**src/rtl/work_stealing_task_deque_unit_assert.svh**
```systemverilog
// Assertion macros shared by the task deque RTL.
// Included by wstd_ctrl and work_stealing_task_deque_unit; no dependencies.
`ifndef WORK_STEALING_TASK_DEQUE_UNIT_ASSERT_SVH
`define WORK_STEALING_TASK_DEQUE_UNIT_ASSERT_SVH

// generic form: label, clock, reset, property body
`define WSTD_ASSERT(lbl, clk, rst, prop) \
   lbl: assert property (@(posedge clk) disable iff (rst) prop) \
      else $error("task deque assertion failed");

// short form on the block's own clock and reset
`define WSTD_ASSERT_CK(lbl, prop) `WSTD_ASSERT(lbl, clock, reset, prop)

`endif

```
**src/rtl/wstd_pkg.sv**
```systemverilog
// Package for the work-stealing task deque: sizes, codes and shared structs.
// No dependencies.
`timescale 1ns / 1ps

package wstd_pkg;

   // ring depth, power of two; counters carry one extra wrap bit
   localparam int DEPTH    = 256;
   localparam int ADDR_W   = $clog2(DEPTH);
   localparam int CNT_W    = ADDR_W + 1;
   localparam int HANDLE_W = 48;
   localparam int FUNC_W   = 2;
   localparam int STATUS_W = 2;
   localparam int FILL_W   = 9;

   typedef enum logic [FUNC_W-1:0] {
      FUNC_PUSH  = 2'd0,
      FUNC_POP   = 2'd1,
      FUNC_STEAL = 2'd2
   } func_type;

   typedef enum logic [STATUS_W-1:0] {
      STATUS_OK    = 2'd0,
      STATUS_EMPTY = 2'd1,
      STATUS_FULL  = 2'd2
   } status_type;

   typedef struct packed {
      logic              wr_en;
      logic              rd_en;
      logic [ADDR_W-1:0] addr;
   } mem_req_type;

   typedef struct packed {
      status_type        status;
      logic              take;
      logic [FILL_W-1:0] fill;
   } op_result_type;

endpackage

```
**src/rtl/wstd_ctrl.sv**
```systemverilog
// Head/tail counters and operation decode of the task deque.
// Depends on wstd_pkg and work_stealing_task_deque_unit_assert.svh.
`timescale 1ns / 1ps
`include "work_stealing_task_deque_unit_assert.svh"

module wstd_ctrl
   import wstd_pkg::*;
(
   input  logic              clock,
   input  logic              reset,
   input  logic              accept,
   input  logic [FUNC_W-1:0] func,
   output mem_req_type       mem_req,
   output op_result_type     result
);

   logic [CNT_W-1:0] head_ff, head_in;
   logic [CNT_W-1:0] tail_ff, tail_in;
   logic [CNT_W-1:0] fill;
   logic [CNT_W-1:0] fill_after;
   logic [CNT_W-1:0] tail_dec;
   logic             full;
   logic             empty;

   assign fill     = tail_ff - head_ff;
   assign tail_dec = tail_ff - 1'b1;
   assign full     = fill >= CNT_W'(DEPTH - 1);
   assign empty    = fill == '0;

   always_comb begin
      head_in       = head_ff;
      tail_in       = tail_ff;
      mem_req.wr_en = 1'b0;
      mem_req.rd_en = 1'b0;
      mem_req.addr  = tail_ff[ADDR_W-1:0];
      result.status = STATUS_OK;
      result.take   = 1'b0;
      case (func_type'(func))
         FUNC_PUSH: begin
            if (full) begin
               result.status = STATUS_FULL;
            end else begin
               mem_req.wr_en = accept;
               tail_in       = tail_ff + 1'b1;
            end
         end
         FUNC_POP: begin
            if (empty) begin
               result.status = STATUS_EMPTY;
               head_in       = '0;
               tail_in       = '0;
            end else begin
               mem_req.rd_en = accept;
               mem_req.addr  = tail_dec[ADDR_W-1:0];
               result.take   = 1'b1;
               tail_in       = tail_dec;
            end
         end
         FUNC_STEAL: begin
            if (empty) begin
               result.status = STATUS_EMPTY;
            end else begin
               mem_req.rd_en = accept;
               mem_req.addr  = head_ff[ADDR_W-1:0];
               result.take   = 1'b1;
               head_in       = head_ff + 1'b1;
            end
         end
         default: begin
         end
      endcase
      fill_after  = tail_in - head_in;
      result.fill = FILL_W'(fill_after);
   end

   always_ff @(posedge clock) begin
      if (reset) begin
         head_ff <= '0;
         tail_ff <= '0;
      end else if (accept) begin
         head_ff <= head_in;
         tail_ff <= tail_in;
      end
   end

   `WSTD_ASSERT_CK(a_fill_bound, (fill <= CNT_W'(DEPTH - 1)))
   `WSTD_ASSERT_CK(a_pop_empty_clears,
      ((accept && func == FUNC_POP && empty) |=> (head_ff == '0 && tail_ff == '0)))
   `WSTD_ASSERT_CK(a_steal_advances,
      ((accept && func == FUNC_STEAL && !empty) |=>
       (head_ff == CNT_W'($past(head_ff) + 1'b1))))

endmodule
```
**config.mk**
```make
export PLATFORM = sky130hd
export DESIGN_NAME = wstd_ctrl
export DESIGN_NICKNAME = d
export VERILOG_FILES = /design/src/rtl/wstd_pkg.sv /design/src/rtl/wstd_ctrl.sv
export VERILOG_INCLUDE_DIRS = /design/src /design/src/rtl
export SDC_FILE = /design/constraint.sdc
export NUM_CORES = 1
export LEC_CHECK = 0
export ABC_AREA = 1
export BUFFER_PORTS_ARGS = -buffer_cell sky130_fd_sc_hd__buf_4
export CAP_MARGIN = 20
export CORE_ASPECT_RATIO = 1.5
export CORE_MARGIN = 1.5
export CORE_UTILIZATION = 30
export DETAILED_ROUTE_END_ITERATION = 16
export RECOVER_POWER = 25
export SLEW_MARGIN = 20
export SYNTH_ARGS = -nofsm -noshare
export SYNTH_HDL_FRONTEND = slang
export SYNTH_SLANG_ARGS = --single-unit
export TNS_END_PERCENT = 50
```
**constraint.sdc**
```tcl
create_clock -name clock -period 7.9 [get_ports clock]
set_input_delay 2.37 -clock clock [delete_from_list [all_inputs] [get_ports clock]]
set_output_delay 2.37 -clock clock [all_outputs]
set_load 0.1 [all_outputs]
```
==> impl_metrics.json <==
{
  "status": "completed",
  "synth_cell_types": 45,
  "fillerInstances": 1044,
  "slew_headroom": 0.2686,
  "portBuffers": 26,
  "finalMaxSlewViolations": 0,
  "p_int_w": 0.0003240,
  "worstPathArrival_ps": 5280,
  "layout-drive-gt1-share": 0.1602,
  "yosys_register_bits": 18,
  "ir_drop_v": 0.0001520,
  "via_count": 3120,
  "fin_nets": 545,
  "first_pass_iters": 5,
  "grt_pass1_vias": 3064,
  "fmaxAchievable_ghz": 0.1307,
  "clockBufferDepth": 2,
  "numCtsBuffers": 3,
  "rr_endpoint": "head_ff[2]$_SDFFE_PP0P_",
  "cts.sinks": 18,
  "worstRegToRegCells": 20,
  "io_pins": 27,
  "cts_tree": "yes",
  "combinationalPowerShare": 0.709,
  "min_from": "head_ff[6]$_SDFFE_PP0P_",
  "drc": 0,
  "clock_latency_ps": 260,
  "grt_max_degree": 23,
  "post-cts-setup-buffers": 0,
  "fin_hold_ws_ps": 617.3,
  "p_sw_frac": 0.5905,
  "dpl.hpwl_um": 7105,
  "syn_nets": 513,
  "hp-class": "reg2reg",
  "track_usage": 0.1831,
  "fin_setup_tns_ps": 0,
  "die_h_um": 122.4,
  "wirelength_um": 8754,
  "avgViaCountPerCell": 5.000,
  "finalSetupViolCount": 0,
  "synth_edf_count": 0,
  "yosysSeqAreaShare": 0.1264,
  "regToRegSetupSlack_ps": 4880,
  "min_period_ps": 7648,
  "p_leak_nw": 1.783,
  "synth-main-ff-cell": "dfxtp_1",
  "cp_max_fo": 5,
  "n_antenna_cell": 0,
  "synthArstFlopShare": 0,
  "syn_inst": 481,
  "rows": 43,
  "start_kind": "primary input",
  "r2r_start": "tail_ff[0]$_SDFFE_PP0P_",
  "total_power_w": 0.0007912,
  "drtIter0Drc": 136,
  "grt_pass1_wl_um": 14260,
  "fin_area_um2": 3352,
  "power.density_nw_per_um2": 236.0,
  "worstHoldPathCells": 2,
  "fin_crit_sh": 0.9682,
  "worstPathRequired_ps": 5530,
  "endpoint_kind": "output port",
  "ys_warn_count": 0,
  "worst_slew_pin_slew_ps": 1097,
  "coreArea_um2": 9254,
  "clockPowerShare": 0.153,
  "grt_overflow": 0,
  "cp-startpoint": "func[0]",
  "fp.dieW_um": 82.60,
  "synth_common_cells": "nand2_1, inv_1, nand3_1",
  "synth_top_area_share": 0.1645,
  "cts_root_buf": "clkbuf_16",
  "critPathKind": "in2out",
  "maxCapViolCount": 0,
  "seqPwrFrac": 0.139,
  "place.gp.congestion": 0.9161,
  "yosysMostFrequentCell": "nand2_1",
  "wl_per_cell_um": 14.03,
  "fin_skew_ps": 4.100,
  "rsz0062_at_grt": "false",
  "htree_levels": 1,
  "hold_end": "head_ff[6]$_SDFFE_PP0P_",
  "antenna_found_initial": 0,
  "die_area_um2": 10110,
  "syn_to_final_growth_pct": 17.55,
  "synth_area_per_cell_um2": 5.928,
  "dpl_cell_area_um2": 3237,
  "finalHoldViolations": 0,
  "final_core_util": 0.3622,
  "ant_nets": 0,
  "syn_area_um2": 2851,
  "p_switching_w": 0.0004672,
  "start_util": 0.3081,
  "ys_top_cells_by_area": "nand2_1, dfxtp_1, ha_1",
  "clkTransAtPathRegs_ps": 60,
  "synth_area_leader_cell": "nand2_1"
}
==> sequential cells by signal (all words and copies together), names as in the netlist <==
register and flops:
head_ff 9, tail_ff 9
==> cells by family after synthesis <==
| kind of cell | after synthesis | share of synthesized area |
|---|---|---|
| DFF | 18 | 0.1264 |
| buffers and inverters | 97 | 0.1373 |
| and+or+nand+nor | 241 | 0.3901 |
| xor gates and xnor gates | 19 | 0.05836 |
| AOI/OAI and AO/OA | 79 | 0.1641 |
| adders and majority gates | 27 | 0.1237 |
==> worst max path at each step <==
stage / to / slack, ps
finish: result[8] / 250
global route: result[8] / 20
CTS: result[8] / 30
detailed placement: result[8] / 30
global placement: result[8] / 130
floorplan: result[6] / -130
==> cell type report <==
cell class              instances  area (um2)  area share
clock buffers                   4       88.84     0.02650
flip-flops and latches         18       360.3      0.1075
multi-input cells             366        2132      0.6361
well taps                     112       140.1     0.04181
repair buffers                 41       316.6     0.09444
inverters                      83       314.1     0.09369
==> per-stage QoR <==
step	instances	setup slack, ps
6_report	624	251.5
3_5_place_dp	620	33.62
5_1_grt	624	22.74
3_3_place_gp	620	129.3
4_1_cts	624	28.07
2_1_floorplan	481	-131.9
==> layer usage <==
layer / share of wire / track usage
met5: 0 / 0
met2: 0.53 / 0.3394
met3: 0.043 / 0.02156
met4: 0.036 / 0.07813
met1: 0.39 / 0.2028
==> layout by cell type (no fill, tap or decap), drive strengths merged, types with 8 or more instances in the layout <==
cell type / instances
o21ai: 32
ha: 25
inv: 79
nor2: 36
xor2: 18
a21oi: 35
nand4: 8
nand2: 132
nor3: 10
dfxtp: 18
buf: 40
nand3: 46
==> repair_timing <==
action | CTS | global route
setup endpoints to repair | 0 | 1
hold buffers | 0 | 0
resized for setup | 0 | 9
==> power groups by stage <==
stage          logic [W]  clock network (W)  registers (W)
2_1_floorplan   0.000442                  0       0.000107
3_3_place_gp    0.000547                  0       0.000111
3_5_place_dp    0.000551                  0       0.000111
4_1_cts         0.000552           0.000122       0.000109
5_1_grt         0.000602           0.000126       0.000111
6_report        0.000561           0.000121       0.000110
==> critical path: stages <==
cell,delay (ps)
buf_4,100
inv_1,60
ha_1,330
inv_2,90
buf_4,140
nor2_8,50
o21ai_1,150
inv_1,100
fa_2,400
nand3_1,90
nand3_2,110
a21oi_2,140
o21bai_1,80
and2_1,150
or2_2,290
a21oi_2,160
nand3_1,90
nand3_1,90
nand2_1,90
buf_12,180
(Power assumes the default switching activity.)
