$ cat config.mk
export PLATFORM = sky130hd
export DESIGN_NAME = wstd_ram
export DESIGN_NICKNAME = d
export VERILOG_FILES = /design/src/rtl/work_stealing_task_deque_unit_assert.svh /design/src/rtl/wstd_ram.sv
export SDC_FILE = /design/constraint.sdc
export NUM_CORES = 1
export LEC_CHECK = 0
export BUFFER_PORTS_ARGS = -buffer_cell sky130_fd_sc_hd__buf_2
export CORE_MARGIN = 2
export CORE_UTILIZATION = 60
export DETAILED_ROUTE_END_ITERATION = 6
export GPL_TIMING_DRIVEN = 0
export PLACE_DENSITY = 0.75
export SYNTH_ARGS = -nofsm -noshare
export SYNTH_HDL_FRONTEND = slang
export SYNTH_SLANG_ARGS = --single-unit
export TNS_END_PERCENT = 1
$ cat constraint.sdc
create_clock -name clock -period 2.1 [get_ports clock]
set_input_delay 0.42 -clock clock [delete_from_list [all_inputs] [get_ports clock]]
set_output_delay 0.42 -clock clock [all_outputs]
set_load 0.02 [all_outputs]
$ cat src/rtl/work_stealing_task_deque_unit_assert.svh
// Assertion macros shared by the task deque RTL.
// Included by wstd_ctrl and work_stealing_task_deque_unit; no dependencies.
`ifndef WORK_STEALING_TASK_DEQUE_UNIT_ASSERT_SVH
`define WORK_STEALING_TASK_DEQUE_UNIT_ASSERT_SVH

// generic form: label, clock, reset, property body
`define WSTD_ASSERT(lbl, clk, rst, prop) \
   lbl: assert property (@(posedge clk) disable iff (rst) prop) \
      else $error("task deque assertion failed");

// short form on the block's own clock and reset
`define WSTD_ASSERT_CK(lbl, prop) `WSTD_ASSERT(lbl, clock, reset, prop)

`endif

$ cat src/rtl/wstd_ram.sv
// Generic single-port-write, single-port-read RAM with registered read data.
// No dependencies.
`timescale 1ns / 1ps

module wstd_ram #(
   parameter int WIDTH = 8,
   parameter int DEPTH = 16
) (
   input  logic                     clock,
   input  logic                     wr_en,
   input  logic [$clog2(DEPTH)-1:0] wr_addr,
   input  logic [WIDTH-1:0]         wr_data,
   input  logic                     rd_en,
   input  logic [$clog2(DEPTH)-1:0] rd_addr,
   output logic [WIDTH-1:0]         rd_data
);

   logic [WIDTH-1:0] mem_ff [DEPTH];
   logic [WIDTH-1:0] rd_data_ff;

   always_ff @(posedge clock) begin
      if (wr_en) begin
         mem_ff[wr_addr] <= wr_data;
      end
      if (rd_en) begin
         rd_data_ff <= mem_ff[rd_addr];
      end
   end

   assign rd_data = rd_data_ff;

endmodule

==> results.rst, run 1 <==
.. list-table::
   :header-rows: 1

   * - Metric
     - Value
   * - Switching Share
     - 19.8%
   * - Minimum setup slack among reg-to-reg paths
     - 0.55 ns
   * - Routed length per instance
     - 25.0 um
   * - FILL cells
     - 519
   * - Maximum root-to-sink buffer count
     - 2
   * - Area share of the largest cell type after synthesis
     - 78.1%
   * - EDFF count, synth
     - 136
   * - Vias per cell
     - 6.36
   * - Syn Std Cell Area
     - 0.00523 sq mm
   * - Initial standard-cell utilization of the core
     - 60.8%
   * - Placed cell areas
     - 0.00549 sq mm
   * - Clock Sink Count
     - 136
   * - Vias in the first global route
     - 2470
   * - X dimension of the die
     - 97.3 um
   * - Height of the chip
     - 97.3 um
   * - Overall fraction of global-route tracks in use
     - 22.4%
   * - Port Buffer Count
     - 25
   * - Pin count of the biggest net entering global routing
     - 17
   * - Maximum level of the CTS H-tree
     - 4
   * - Worst slack at placement
     - -0.489 ns
   * - Worst-case setup margin in the final layout
     - 0.134 ns
   * - Routed wl met2
     - 4960 um
   * - Sw power
     - 1.25 mW
   * - Fraction of registers with async set/reset
     - 0%
   * - Layout cell share with drive strength beyond 1
     - 28.7%
   * - Routed met1 length
     - 4080 um
   * - Number of distinct standard cells referenced by the synthesized netlist
     - 18
   * - Class of the most critical hold timing path
     - primary input to flip-flop
   * - Wire length on met3
     - 755 um
   * - Hold buffer count at CTS
     - 0
   * - Kind of cell with the highest combined delay on the critical path
     - simple AND/OR/NAND/NOR gates
   * - Leftover overflow at the end of global routing
     - 0
   * - Final Setup Violations
     - 0
   * - Final wirelength
     - 9850 um
   * - Post-synthesis net count
     - 248
   * - Kind of start point of the critical path
     - primary input
   * - Core region area
     - 0.00859 sq mm
   * - Leading post-synthesis cells by cell area
     - sky130_fd_sc_hd__edfxtp_1 (78%), sky130_fd_sc_hd__mux4_2 (7.8%), sky130_fd_sc_hd__mux4_1 (7.0%)
   * - Highest metal layer with signal wires
     - met4
   * - Worst Tran Pin Value
     - 1.31 ns
   * - Cells along the critical path
     - buf_2, or3b_2, nor3_1
   * - Later-pin clock latency in the skew report
     - 0.51 ns
   * - Clock share of power
     - 46.7%
   * - Master cell of the clock root buffer
     - sky130_fd_sc_hd__clkbuf_8
   * - Utilization after layout
     - 70.8%
   * - Worst EP arrival
     - 2.09 ns
   * - Count of unresolved DRC violations after routing
     - 0
   * - Pre-antenna DRT Iters
     - 5
   * - Syn avg cell area
     - 22.8 sq um
   * - Final Instance Area
     - 0.00609 sq mm
   * - Relative contribution of combinational cells to total power
     - 4.7%
   * - Top cell types by occurrence after synthesis
     - sky130_fd_sc_hd__edfxtp_1 (136), sky130_fd_sc_hd__mux4_2 (18), sky130_fd_sc_hd__a22oi_1 (16), sky130_fd_sc_hd__mux4_1 (14), sky130_fd_sc_hd__nor2_1 (13)
   * - Count of final hold-check violations
     - 0
   * - Site row count
     - 34
   * - Worst slew margin
     - 11.8%
   * - GP Congestion
     - 0.695
   * - CTS clk-pin slew, worst paths
     - 0.06 ns
   * - Number of nets in the layout
     - 292
   * - Number of instances resized during post-cts repair
     - 0
   * - Final Cycle Share
     - 93.6%
   * - LEAKAGE
     - 2.03 nW
   * - Final standard cell count with taps included and fillers excluded
     - 394
   * - Critical path's slowest cell
     - sky130_fd_sc_hd__nor3_1
   * - Drt initial violations
     - 223
   * - Syn-to-layout area delta
     - 16.4%
   * - Boundary Pins
     - 27
   * - Cell taking the most area after synthesis
     - sky130_fd_sc_hd__edfxtp_1
   * - Register area share after synthesis
     - 78.1%
   * - Number of pins exceeding their max-slew limit in the final report
     - 0
   * - Biggest fanout along the worst timing path
     - 8
   * - Crit Path Category
     - primary input to flip-flop
   * - Type of destination of the critical path
     - flip-flop
   * - Power share of the sequential group
     - 48.5%
   * - Setup fix buffers added after clock tree synthesis
     - 0
   * - Buffers plus inverters on the worst setup path
     - 1
   * - Main flop type after synthesis
     - sky130_fd_sc_hd__edfxtp_1
   * - Die Outline Area
     - 0.00948 sq mm
   * - Largest incremental delay on the critical path
     - 1.02 ns
   * - Flip-flop and latch area
     - 0.00408 sq mm
   * - Total power density per cell area
     - 1040 mW/mm^2
   * - Count of vias placed by the detailed router
     - 2506
   * - Count of yosys warnings during synthesis
     - 0
   * - Worst-case clock skew
     - 0.00907 ns
   * - Max-capacitance violation count
     - 0
   * - Worst EP required
     - 2.22 ns
   * - Post-Place Cells
     - 362
   * - Post-Synthesis Cells
     - 229
   * - Max Clk Rate
     - 509 MHz
   * - Most used standard cell by instance count after synthesis
     - sky130_fd_sc_hd__edfxtp_1
   * - Worst vdd ir
     - 576 uV
   * - TritonCTS buffer count
     - 17
   * - Status
     - complete, no violations
   * - Setup repair after global routing missed its margin
     - false
   * - Global-route wire length before repair
     - 14800 um
   * - N_diodes
     - 0
   * - Internal
     - 5.08 mW
   * - Total of flip-flops plus latches after synthesis
     - 136
   * - TritonCTS clock tree
     - done
   * - Total area of multi-input combinational cells
     - 0.00106 sq mm
   * - Number of antenna-violating nets in the routed design
     - 0
   * - Number of antenna violations at the first check in global routing
     - 0
   * - HPWL reported at the end of detailed placement
     - 6030 um
   * - Min cycle time layout
     - 1.97 ns
per-layer routing:
metal / vias up / track usage (%)
li1: 1073 / -
met1: 1304 / 32.3
met2: 119 / 34.4
met3: 10 / 6.69
met4: 0 / 6.09
met5: - / 0
state kept, by name, summed over array words and instances, names as in the netlist:
signal	cells
rd_data	8
mem_ff	128
layout by cell type, fill, tap and decap left out:
cell type | synthesis | routed
sky130_fd_sc_hd__mux4_2 | 18 | 18
sky130_fd_sc_hd__buf_6 | 3 | 3
sky130_fd_sc_hd__clkinv_1 | 0 | 4
sky130_fd_sc_hd__nor3_1 | 4 | 4
sky130_fd_sc_hd__clkdlybuf4s25_2 | 3 | 3
sky130_fd_sc_hd__nand2_1 | 9 | 9
sky130_fd_sc_hd__nand3_1 | 1 | 1
sky130_fd_sc_hd__and2_1 | 1 | 1
sky130_fd_sc_hd__nand3b_1 | 2 | 2
sky130_fd_sc_hd__nor2_1 | 13 | 13
sky130_fd_sc_hd__clkinv_4 | 0 | 1
sky130_fd_sc_hd__and2b_1 | 1 | 1
sky130_fd_sc_hd__bufinv_16 | 0 | 4
sky130_fd_sc_hd__or3b_2 | 1 | 1
sky130_fd_sc_hd__edfxtp_1 | 136 | 136
sky130_fd_sc_hd__clkbuf_8 | 0 | 1
sky130_fd_sc_hd__nand2b_1 | 2 | 2
sky130_fd_sc_hd__buf_4 | 1 | 1
sky130_fd_sc_hd__mux4_1 | 14 | 14
sky130_fd_sc_hd__buf_2 | 3 | 28
sky130_fd_sc_hd__clkbuf_16 | 0 | 16
sky130_fd_sc_hd__a22oi_1 | 16 | 16
sky130_fd_sc_hd__clkinv_2 | 0 | 2
sky130_fd_sc_hd__nor2b_1 | 1 | 1
sky130_fd_sc_hd__clkinvlp_4 | 0 | 4
power by group through the flow:
| stage | combinational, mW | sequential, mW | clock, mW |
|---|---|---|---|
| after detailed placement | 0.300 | 3.13 | 0 |
| after CTS | 0.302 | 3.08 | 2.98 |
| after global routing | 0.319 | 3.08 | 3.10 |
| after global placement | 0.289 | 3.12 | 0 |
| after floorplan | 0.154 | 3.14 | 0 |
| final | 0.300 | 3.07 | 2.96 |
per-stage QoR:
step           power, mW  TNS, ns  hold slack, ns
2_1_floorplan       3.30        0           0.519
3_3_place_gp        3.41    -3.74           0.732
3_5_place_dp        3.43    -4.49           0.755
4_1_cts             6.36        0           0.238
5_1_grt             6.50        0           0.242
6_report            6.34        0           0.260
path summary, 6_finish.rpt:
check / to / from / cells after the start
worst max-delay path: mem_ff[0][3] / wr_addr[2] / 3
worst min-delay path: rd_data[1] / rd_en / 1
worst max register to register: rd_data[0] / mem_ff[4][0] / 3
worst min register to register: rd_data[4] / mem_ff[8][4] / 3
layout make-up:
| type | count | area share (%) |
|---|---|---|
| Sequential cell | 136 | 67.1 |
| Multi-Input combinational cell | 83 | 17.4 |
| Clock buffer | 17 | 6.81 |
| Clock inverter | 15 | 3.02 |
| Tap cell | 108 | 2.22 |
| Timing Repair Buffer | 25 | 2.06 |
| Buffer | 10 | 1.42 |
worst register-to-register path, cell delays in order, from the launching register on:
cell	delay [ns]
sky130_fd_sc_hd__edfxtp_1	0.37
sky130_fd_sc_hd__mux4_1	0.56
sky130_fd_sc_hd__a22oi_1	0.25
sky130_fd_sc_hd__nand2_1	0.11
cells by family (layout without fill, tap and decap cells):
kind of cell	after synthesis	count (layout)	synth area share (%)
and+or+nand+nor	35	35	3.14
buffers and inverters	10	67	1.65
muxes	32	32	14.8
DFF	136	136	78.1
AOI/OAI and AO/OA	16	16	2.30
(Power assumes the default switching activity.)
==> run 2: changes to the inputs <==
- ABC_AREA: not set -> 1
==> run 2 against run 1 <==
Net effect: power increased by 3.1%; largest power group unchanged; sequential power about the same; fmax increased by 32%; synthesized area increased by 12%; sequential cell count unchanged; critical path type is now flip-flop to output port; count of clock-buffer cells in the layout unchanged; global-route usage increased by 5.4 points; worst setup slack improved by 0.48 ns; via count increased by 58%.
==> results.rst, run 2 <==
.. list-table::
   :header-rows: 1

   * - Metric
     - Value
   * - Status
     - complete, no violations
   * - Syn avg cell area
     - 10.6 sq um
   * - Number of nets in the layout
     - 612
   * - Top cell types by occurrence after synthesis
     - sky130_fd_sc_hd__nand2_1 (173), sky130_fd_sc_hd__edfxtp_1 (136), sky130_fd_sc_hd__inv_1 (100), sky130_fd_sc_hd__nand3_1 (97), sky130_fd_sc_hd__nor2_1 (17)
   * - Master cell of the clock root buffer
     - sky130_fd_sc_hd__clkbuf_8
   * - Number of pins exceeding their max-slew limit in the final report
     - 0
   * - Register area share after synthesis
     - 69.8%
   * - Total negative slack for setup checks
     - 0 ns
   * - Class of the most critical hold timing path
     - primary input to flip-flop
   * - TritonCTS buffer count
     - 17
   * - Final Cycle Share
     - 70.9%
   * - Global-route wire length before repair
     - 20300 um
   * - Cells along the critical path
     - buf_2
   * - Port Buffer Count
     - 23
   * - Worst Tran Pin Value
     - 0.864 ns
   * - Leading cell types in the layout, fill and taps excluded
     - sky130_fd_sc_hd__nand2_1 (173), sky130_fd_sc_hd__edfxtp_1 (136), sky130_fd_sc_hd__inv_1 (100)
   * - Leftover overflow at the end of global routing
     - 0
   * - Count of yosys warnings during synthesis
     - 0
   * - LEAKAGE
     - 2.92 nW
   * - Post-synthesis net count
     - 570
   * - GP Congestion
     - 0.879
   * - Post-Synthesis Cells
     - 551
   * - Total power density per cell area
     - 969 mW/mm^2
   * - Most common cell after layout, fill and taps aside
     - sky130_fd_sc_hd__nand2_1
   * - Max Clk Rate
     - 672 MHz
   * - Min cycle time layout
     - 1.49 ns
   * - Number of antenna violations at the first check in global routing
     - 0
   * - Site row count
     - 36
   * - Hold buffer count at CTS
     - 0
   * - Syn Std Cell Area
     - 0.00585 sq mm
   * - Count of unresolved DRC violations after routing
     - 0
   * - Utilization after layout
     - 70.3%
   * - Kind of start point of the critical path
     - flip-flop
   * - Fraction of registers with async set/reset
     - 0%
   * - Final wirelength
     - 13600 um
   * - Type of destination of the critical path
     - output port
   * - Core region area
     - 0.00959 sq mm
   * - Worst-case clock skew
     - 0.00607 ns
   * - Boundary Pins
     - 27
   * - Kind of cell with the highest combined delay on the critical path
     - flip-flops
   * - Later-pin clock latency in the skew report
     - 0.53 ns
   * - Number of instances resized during post-cts repair
     - 0
   * - Vias in the first global route
     - 3722
   * - TritonCTS clock tree
     - done
   * - Flip-flop count of the largest register after layout
     - 128
   * - Vias per cell
     - 5.37
   * - Layout cell share with drive strength beyond 1
     - 13.0%
   * - Biggest fanout along the worst timing path
     - 1
   * - Main flop type after synthesis
     - sky130_fd_sc_hd__edfxtp_1
   * - Largest incremental delay on the critical path
     - 0.37 ns
   * - FILL cells
     - 664
   * - CTS clk-pin slew, worst paths
     - 0.06 ns
   * - Critical path's slowest cell
     - sky130_fd_sc_hd__edfxtp_1
   * - Count of final hold-check violations
     - 0
   * - Buffers plus inverters on the worst setup path
     - 1
   * - Pre-antenna DRT Iters
     - 5
   * - Crit Path Category
     - flip-flop to output port
   * - Total of flip-flops plus latches after synthesis
     - 136
   * - Setup repair after global routing missed its margin
     - false
   * - Register name with the most flops
     - mem_ff
   * - Maximum root-to-sink buffer count
     - 2
   * - X dimension of the die
     - 103 um
   * - Pin count of the biggest net entering global routing
     - 17
   * - Number of distinct standard cells referenced by the synthesized netlist
     - 11
   * - Maximum level of the CTS H-tree
     - 4
   * - Drt initial violations
     - 423
   * - Setup fix buffers added after clock tree synthesis
     - 0
   * - Leading post-synthesis cells by cell area
     - sky130_fd_sc_hd__edfxtp_1 (70%), sky130_fd_sc_hd__nand2_1 (11%), sky130_fd_sc_hd__nand3_1 (8.3%)
   * - Area share of the largest cell type after synthesis
     - 69.8%
   * - Number of antenna-violating nets in the routed design
     - 0
   * - Final Setup Violations
     - 0
   * - Count of vias placed by the detailed router
     - 3969
   * - Die Outline Area
     - 0.0106 sq mm
   * - Most used standard cell by instance count after synthesis
     - sky130_fd_sc_hd__nand2_1
   * - Routed length per instance
     - 18.4 um
   * - Cell taking the most area after synthesis
     - sky130_fd_sc_hd__edfxtp_1
   * - Initial standard-cell utilization of the core
     - 60.9%
   * - N_diodes
     - 0
   * - Worst vdd ir
     - 813 uV
   * - Syn-to-layout area delta
     - 15.3%
   * - Worst slew margin
     - 42.2%
   * - HPWL reported at the end of detailed placement
     - 8850 um
   * - Worst EP arrival
     - 1.07 ns
   * - Worst EP required
     - 1.68 ns
   * - EDFF count, synth
     - 136
   * - Clock Sink Count
     - 136
   * - Height of the chip
     - 103 um
   * - Overall fraction of global-route tracks in use
     - 27.8%
   * - Max-capacitance violation count
     - 0
## run 2: kinds of logic after synthesis
family | synth area share [%]
flops | 69.8
simple gates | 20.8
buf+inv | 9.39
## run 2: through the flow
stage / power, mW / worst slack [ns] / cell area [sq um] / std cells / hold WS, ns
after global placement: 3.52 / 0.279 / 6130 / 707 / 0.751
after global routing: 6.70 / 0.585 / 6740 / 739 / 0.228
after floorplan: 3.36 / 0.729 / 5850 / 551 / 0.519
after CTS: 6.53 / 0.602 / 6740 / 739 / 0.223
final: 6.54 / 0.611 / 6740 / 739 / 0.233
after detailed placement: 3.53 / 0.229 / 6130 / 707 / 0.764
## run 2: power by group
group | switching, mW | leakage, nW | internal (mW) | total (mW)
logic | 0.292 | 1.39 | 0.114 | 0.406
registers | 0.0145 | 1.24 | 3.06 | 3.07
clock network | 1.13 | 0.296 | 1.93 | 3.06
## run 2: area by class of cell
cell class                      count  area (sq um)  area share, %
Sequential cell                   136          4080           60.6
Multi-Input combinational cell    289          1210           18.0
Clock buffer                       17           414           6.14
Inverter                          102           383           5.68
Clock inverter                     15           201           2.99
Buffer                             24           166           2.47
Tap cell                          133           166           2.47
Timing Repair Buffer               23           115           1.71
## run 2: final timing paths
| kind | slack [ns] | depth (start not counted) | endpoint | from |
|---|---|---|---|---|
| worst max-delay path | 0.61 | 1 | rd_data[3] | rd_data[3] |
| worst min-delay path | 0.23 | 1 | rd_data[7] | rd_en |
| worst max register to register | 0.96 | 6 | rd_data[4] | mem_ff[10][4] |
| worst min register to register | 0.77 | 6 | rd_data[7] | mem_ff[9][7] |
## run 2: metal layers
| layer | up-vias | wire length (um) | global-route usage, % |
|---|---|---|---|
| met5 | - | 0 | 0 |
| met4 | 0 | 398 | 11.1 |
| met3 | 30 | 1370 | 7.46 |
| met2 | 205 | 6260 | 42.2 |
| met1 | 1867 | 5590 | 38.8 |
| li1 | 1867 | - | - |
==> run 3: changes to the inputs <==
- ABC_AREA: 1 -> 0
- clock period: 2.1 -> 1.45 ns (I/O delays scaled with it)
==> run 3 against run 2 <==
Net effect: non-clock buffer count decreased by 12; the run now ends with negative setup slack left; clock power increased by 29%; register-to-register slack got worse by 0.98 ns; worst hold slack got worse by 0.10 ns; first-iteration DRC count decreased by 22%; final cell count decreased by 47%; critical endpoint is now rd_data[0]; worst setup slack got worse by 0.63 ns; sequential share of layout area increased by 6.6 points; combinational power increased by 15%; count of clock-buffer cells in the layout unchanged.
==> results.rst, run 3 (same netlist as run 1, synthesis figures left out) <==
.. list-table::
   :header-rows: 1

   * - Metric
     - Value
   * - Status
     - finished, violations left
   * - Violations in the final reports
     - negative setup slack
   * - Setup fix buffers added after clock tree synthesis
     - 0
   * - Site row count
     - 34
   * - Most common cell after layout, fill and taps aside
     - sky130_fd_sc_hd__edfxtp_1
   * - Worst slew margin
     - 45.7%
   * - Worst EP arrival
     - 1.72 ns
   * - Later-pin clock latency in the skew report
     - 0.52 ns
   * - Class of the most critical hold timing path
     - primary input to flip-flop
   * - Syn-to-layout area delta
     - 16.3%
   * - Height of the chip
     - 97.3 um
   * - Pin count of the biggest net entering global routing
     - 17
   * - LEAKAGE
     - 1.99 nW
   * - TritonCTS clock tree
     - done
   * - Maximum root-to-sink buffer count
     - 2
   * - Overall fraction of global-route tracks in use
     - 23.6%
   * - Kind of cell with the highest combined delay on the critical path
     - multiplexers
   * - Max Clk Rate
     - 682 MHz
   * - Drt initial violations
     - 329
   * - Critical path's slowest cell
     - sky130_fd_sc_hd__mux4_2
   * - Layout cell share with drive strength beyond 1
     - 37.8%
   * - Vias in the first global route
     - 2549
   * - Total negative slack for setup checks
     - -0.0229 ns
   * - Port Buffer Count
     - 25
   * - Final wirelength
     - 10300 um
   * - Count of vias placed by the detailed router
     - 2499
   * - Leftover overflow at the end of global routing
     - 0
   * - Core region area
     - 0.00859 sq mm
   * - Number of antenna-violating nets in the routed design
     - 0
   * - Register name with the most flops
     - mem_ff
   * - HPWL reported at the end of detailed placement
     - 6160 um
   * - N_diodes
     - 0
   * - Boundary Pins
     - 27
   * - Worst vdd ir
     - 821 uV
   * - Type of destination of the critical path
     - flip-flop
   * - Global-route wire length before repair
     - 15400 um
   * - Worst EP required
     - 1.71 ns
   * - Number of pins exceeding their max-slew limit in the final report
     - 0
   * - Kind of start point of the critical path
     - flip-flop
   * - Number of antenna violations at the first check in global routing
     - 0
   * - Maximum level of the CTS H-tree
     - 4
   * - Final standard cell count with taps included and fillers excluded
     - 394
   * - CTS clk-pin slew, worst paths
     - 0.06 ns
   * - Worst-case clock skew
     - 0.00553 ns
   * - Buffers plus inverters on the worst setup path
     - 0
   * - Final Setup Violations
     - 2
   * - Clock Sink Count
     - 136
   * - Worst-case setup margin in the final layout
     - -0.0168 ns
   * - Routed length per instance
     - 26.0 um
   * - Vias per cell
     - 6.34
   * - TritonCTS buffer count
     - 17
   * - Crit Path Category
     - flip-flop to flip-flop
   * - Count of unresolved DRC violations after routing
     - 0
   * - Worst Tran Pin Value
     - 0.811 ns
   * - Leading cell types in the layout, fill and taps excluded
     - sky130_fd_sc_hd__edfxtp_1 (136), sky130_fd_sc_hd__mux4_2 (29), sky130_fd_sc_hd__buf_2 (28)
   * - Setup repair after global routing missed its margin
     - true
   * - Count of final hold-check violations
     - 0
   * - Pre-antenna DRT Iters
     - 5
   * - GP Congestion
     - 0.707
   * - Master cell of the clock root buffer
     - sky130_fd_sc_hd__clkbuf_8
   * - X dimension of the die
     - 97.3 um
   * - Min cycle time layout
     - 1.47 ns
   * - Biggest fanout along the worst timing path
     - 1
   * - Flip-flop count of the largest register after layout
     - 128
   * - Number of nets in the layout
     - 292
   * - Cells along the critical path
     - mux4_2, a22oi_2, nand2_1
   * - Total power density per cell area
     - 1460 mW/mm^2
   * - Minimum setup slack among reg-to-reg paths
     - -0.02 ns
   * - Max-capacitance violation count
     - 0
   * - Final Cycle Share
     - 101%
   * - Largest incremental delay on the critical path
     - 0.49 ns
   * - Die Outline Area
     - 0.00948 sq mm
   * - Utilization after layout
     - 70.7%
   * - Initial standard-cell utilization of the core
     - 60.8%
   * - Post-Place Cells
     - 362
==> run 3: cell count changes in the layout (fill, tap and decap cells not counted), sizes merged, moves of 2 or more <==
| cell | before | now |
|---|---|---|
| inv | 104 | 0 |
| a22oi | 0 | 16 |
| nand3 | 97 | 1 |
| buf | 47 | 32 |
| nor2 | 17 | 13 |
| clkdlybuf4s25 | 0 | 3 |
| nor3 | 0 | 4 |
| clkinv | 7 | 10 |
| nand2b | 0 | 2 |
| mux4 | 0 | 32 |
| bufinv | 4 | 2 |
| nand2 | 173 | 9 |
==> run 3: report_power, final <==
group          internal (mW)  total, mW  leakage, nW  switching, mW
clock network           2.41       3.96        0.266           1.55
logic                  0.185      0.465        0.485          0.280
registers               4.43       4.45         1.24         0.0229
total                   7.03       8.88         1.99           1.85
==> run 3: per-layer routing <==
| layer | GRT usage [%] | share of wire, % | up-vias |
|---|---|---|---|
| met1 | 33.8 | 39 | 1301 |
| met5 | 0 | 0 | - |
| met3 | 5.61 | 7.9 | 15 |
| met4 | 9.83 | 1.8 | 0 |
| li1 | - | - | 1060 |
| met2 | 35.9 | 51 | 123 |
==> run 3: cell type report <==
type,instances,area (sq um)
Buffer,10,97.6
Clock buffer,17,414
Multi-Input combinational cell,83,1080
Fill cell,522,2520
Timing Repair Buffer,25,125
Tap cell,108,135
Sequential cell,136,4080
Clock inverter,15,136
==> run 3: repair_timing <==
action                     CTS  global route
cloned                       0             0
setup endpoints to repair   30            38
hold buffers                 0             0
pin swaps                    1             0
resized for setup            9             9
==> run 3: worst register-to-register path, cell delays in order (launching register included) <==
cell                       delay [ns]
sky130_fd_sc_hd__edfxtp_1        0.37
sky130_fd_sc_hd__mux4_2          0.49
sky130_fd_sc_hd__a22oi_2         0.24
sky130_fd_sc_hd__nand2_1         0.10
==> run 3: final timing paths <==
| check | start | to | cells after the start |
|---|---|---|---|
| max | mem_ff[3][0] | rd_data[0] | 3 |
| max reg2reg | mem_ff[3][0] | rd_data[0] | 3 |
| min | rd_en | rd_data[2] | 1 |
| min reg2reg | mem_ff[11][4] | rd_data[4] | 3 |
==> run 3: per-stage QoR <==
stage	hold slack [ns]	power (mW)	instance area (sq um)	setup WS, ns
6_report	0.129	8.88	6080	-0.0168
3_5_place_dp	0.650	4.97	5480	-0.702
2_1_floorplan	0.389	4.79	5220	-0.106
4_1_cts	0.107	8.90	6050	-0.0362
5_1_grt	0.106	9.11	6080	-0.0543
3_3_place_gp	0.639	4.95	5480	-0.633
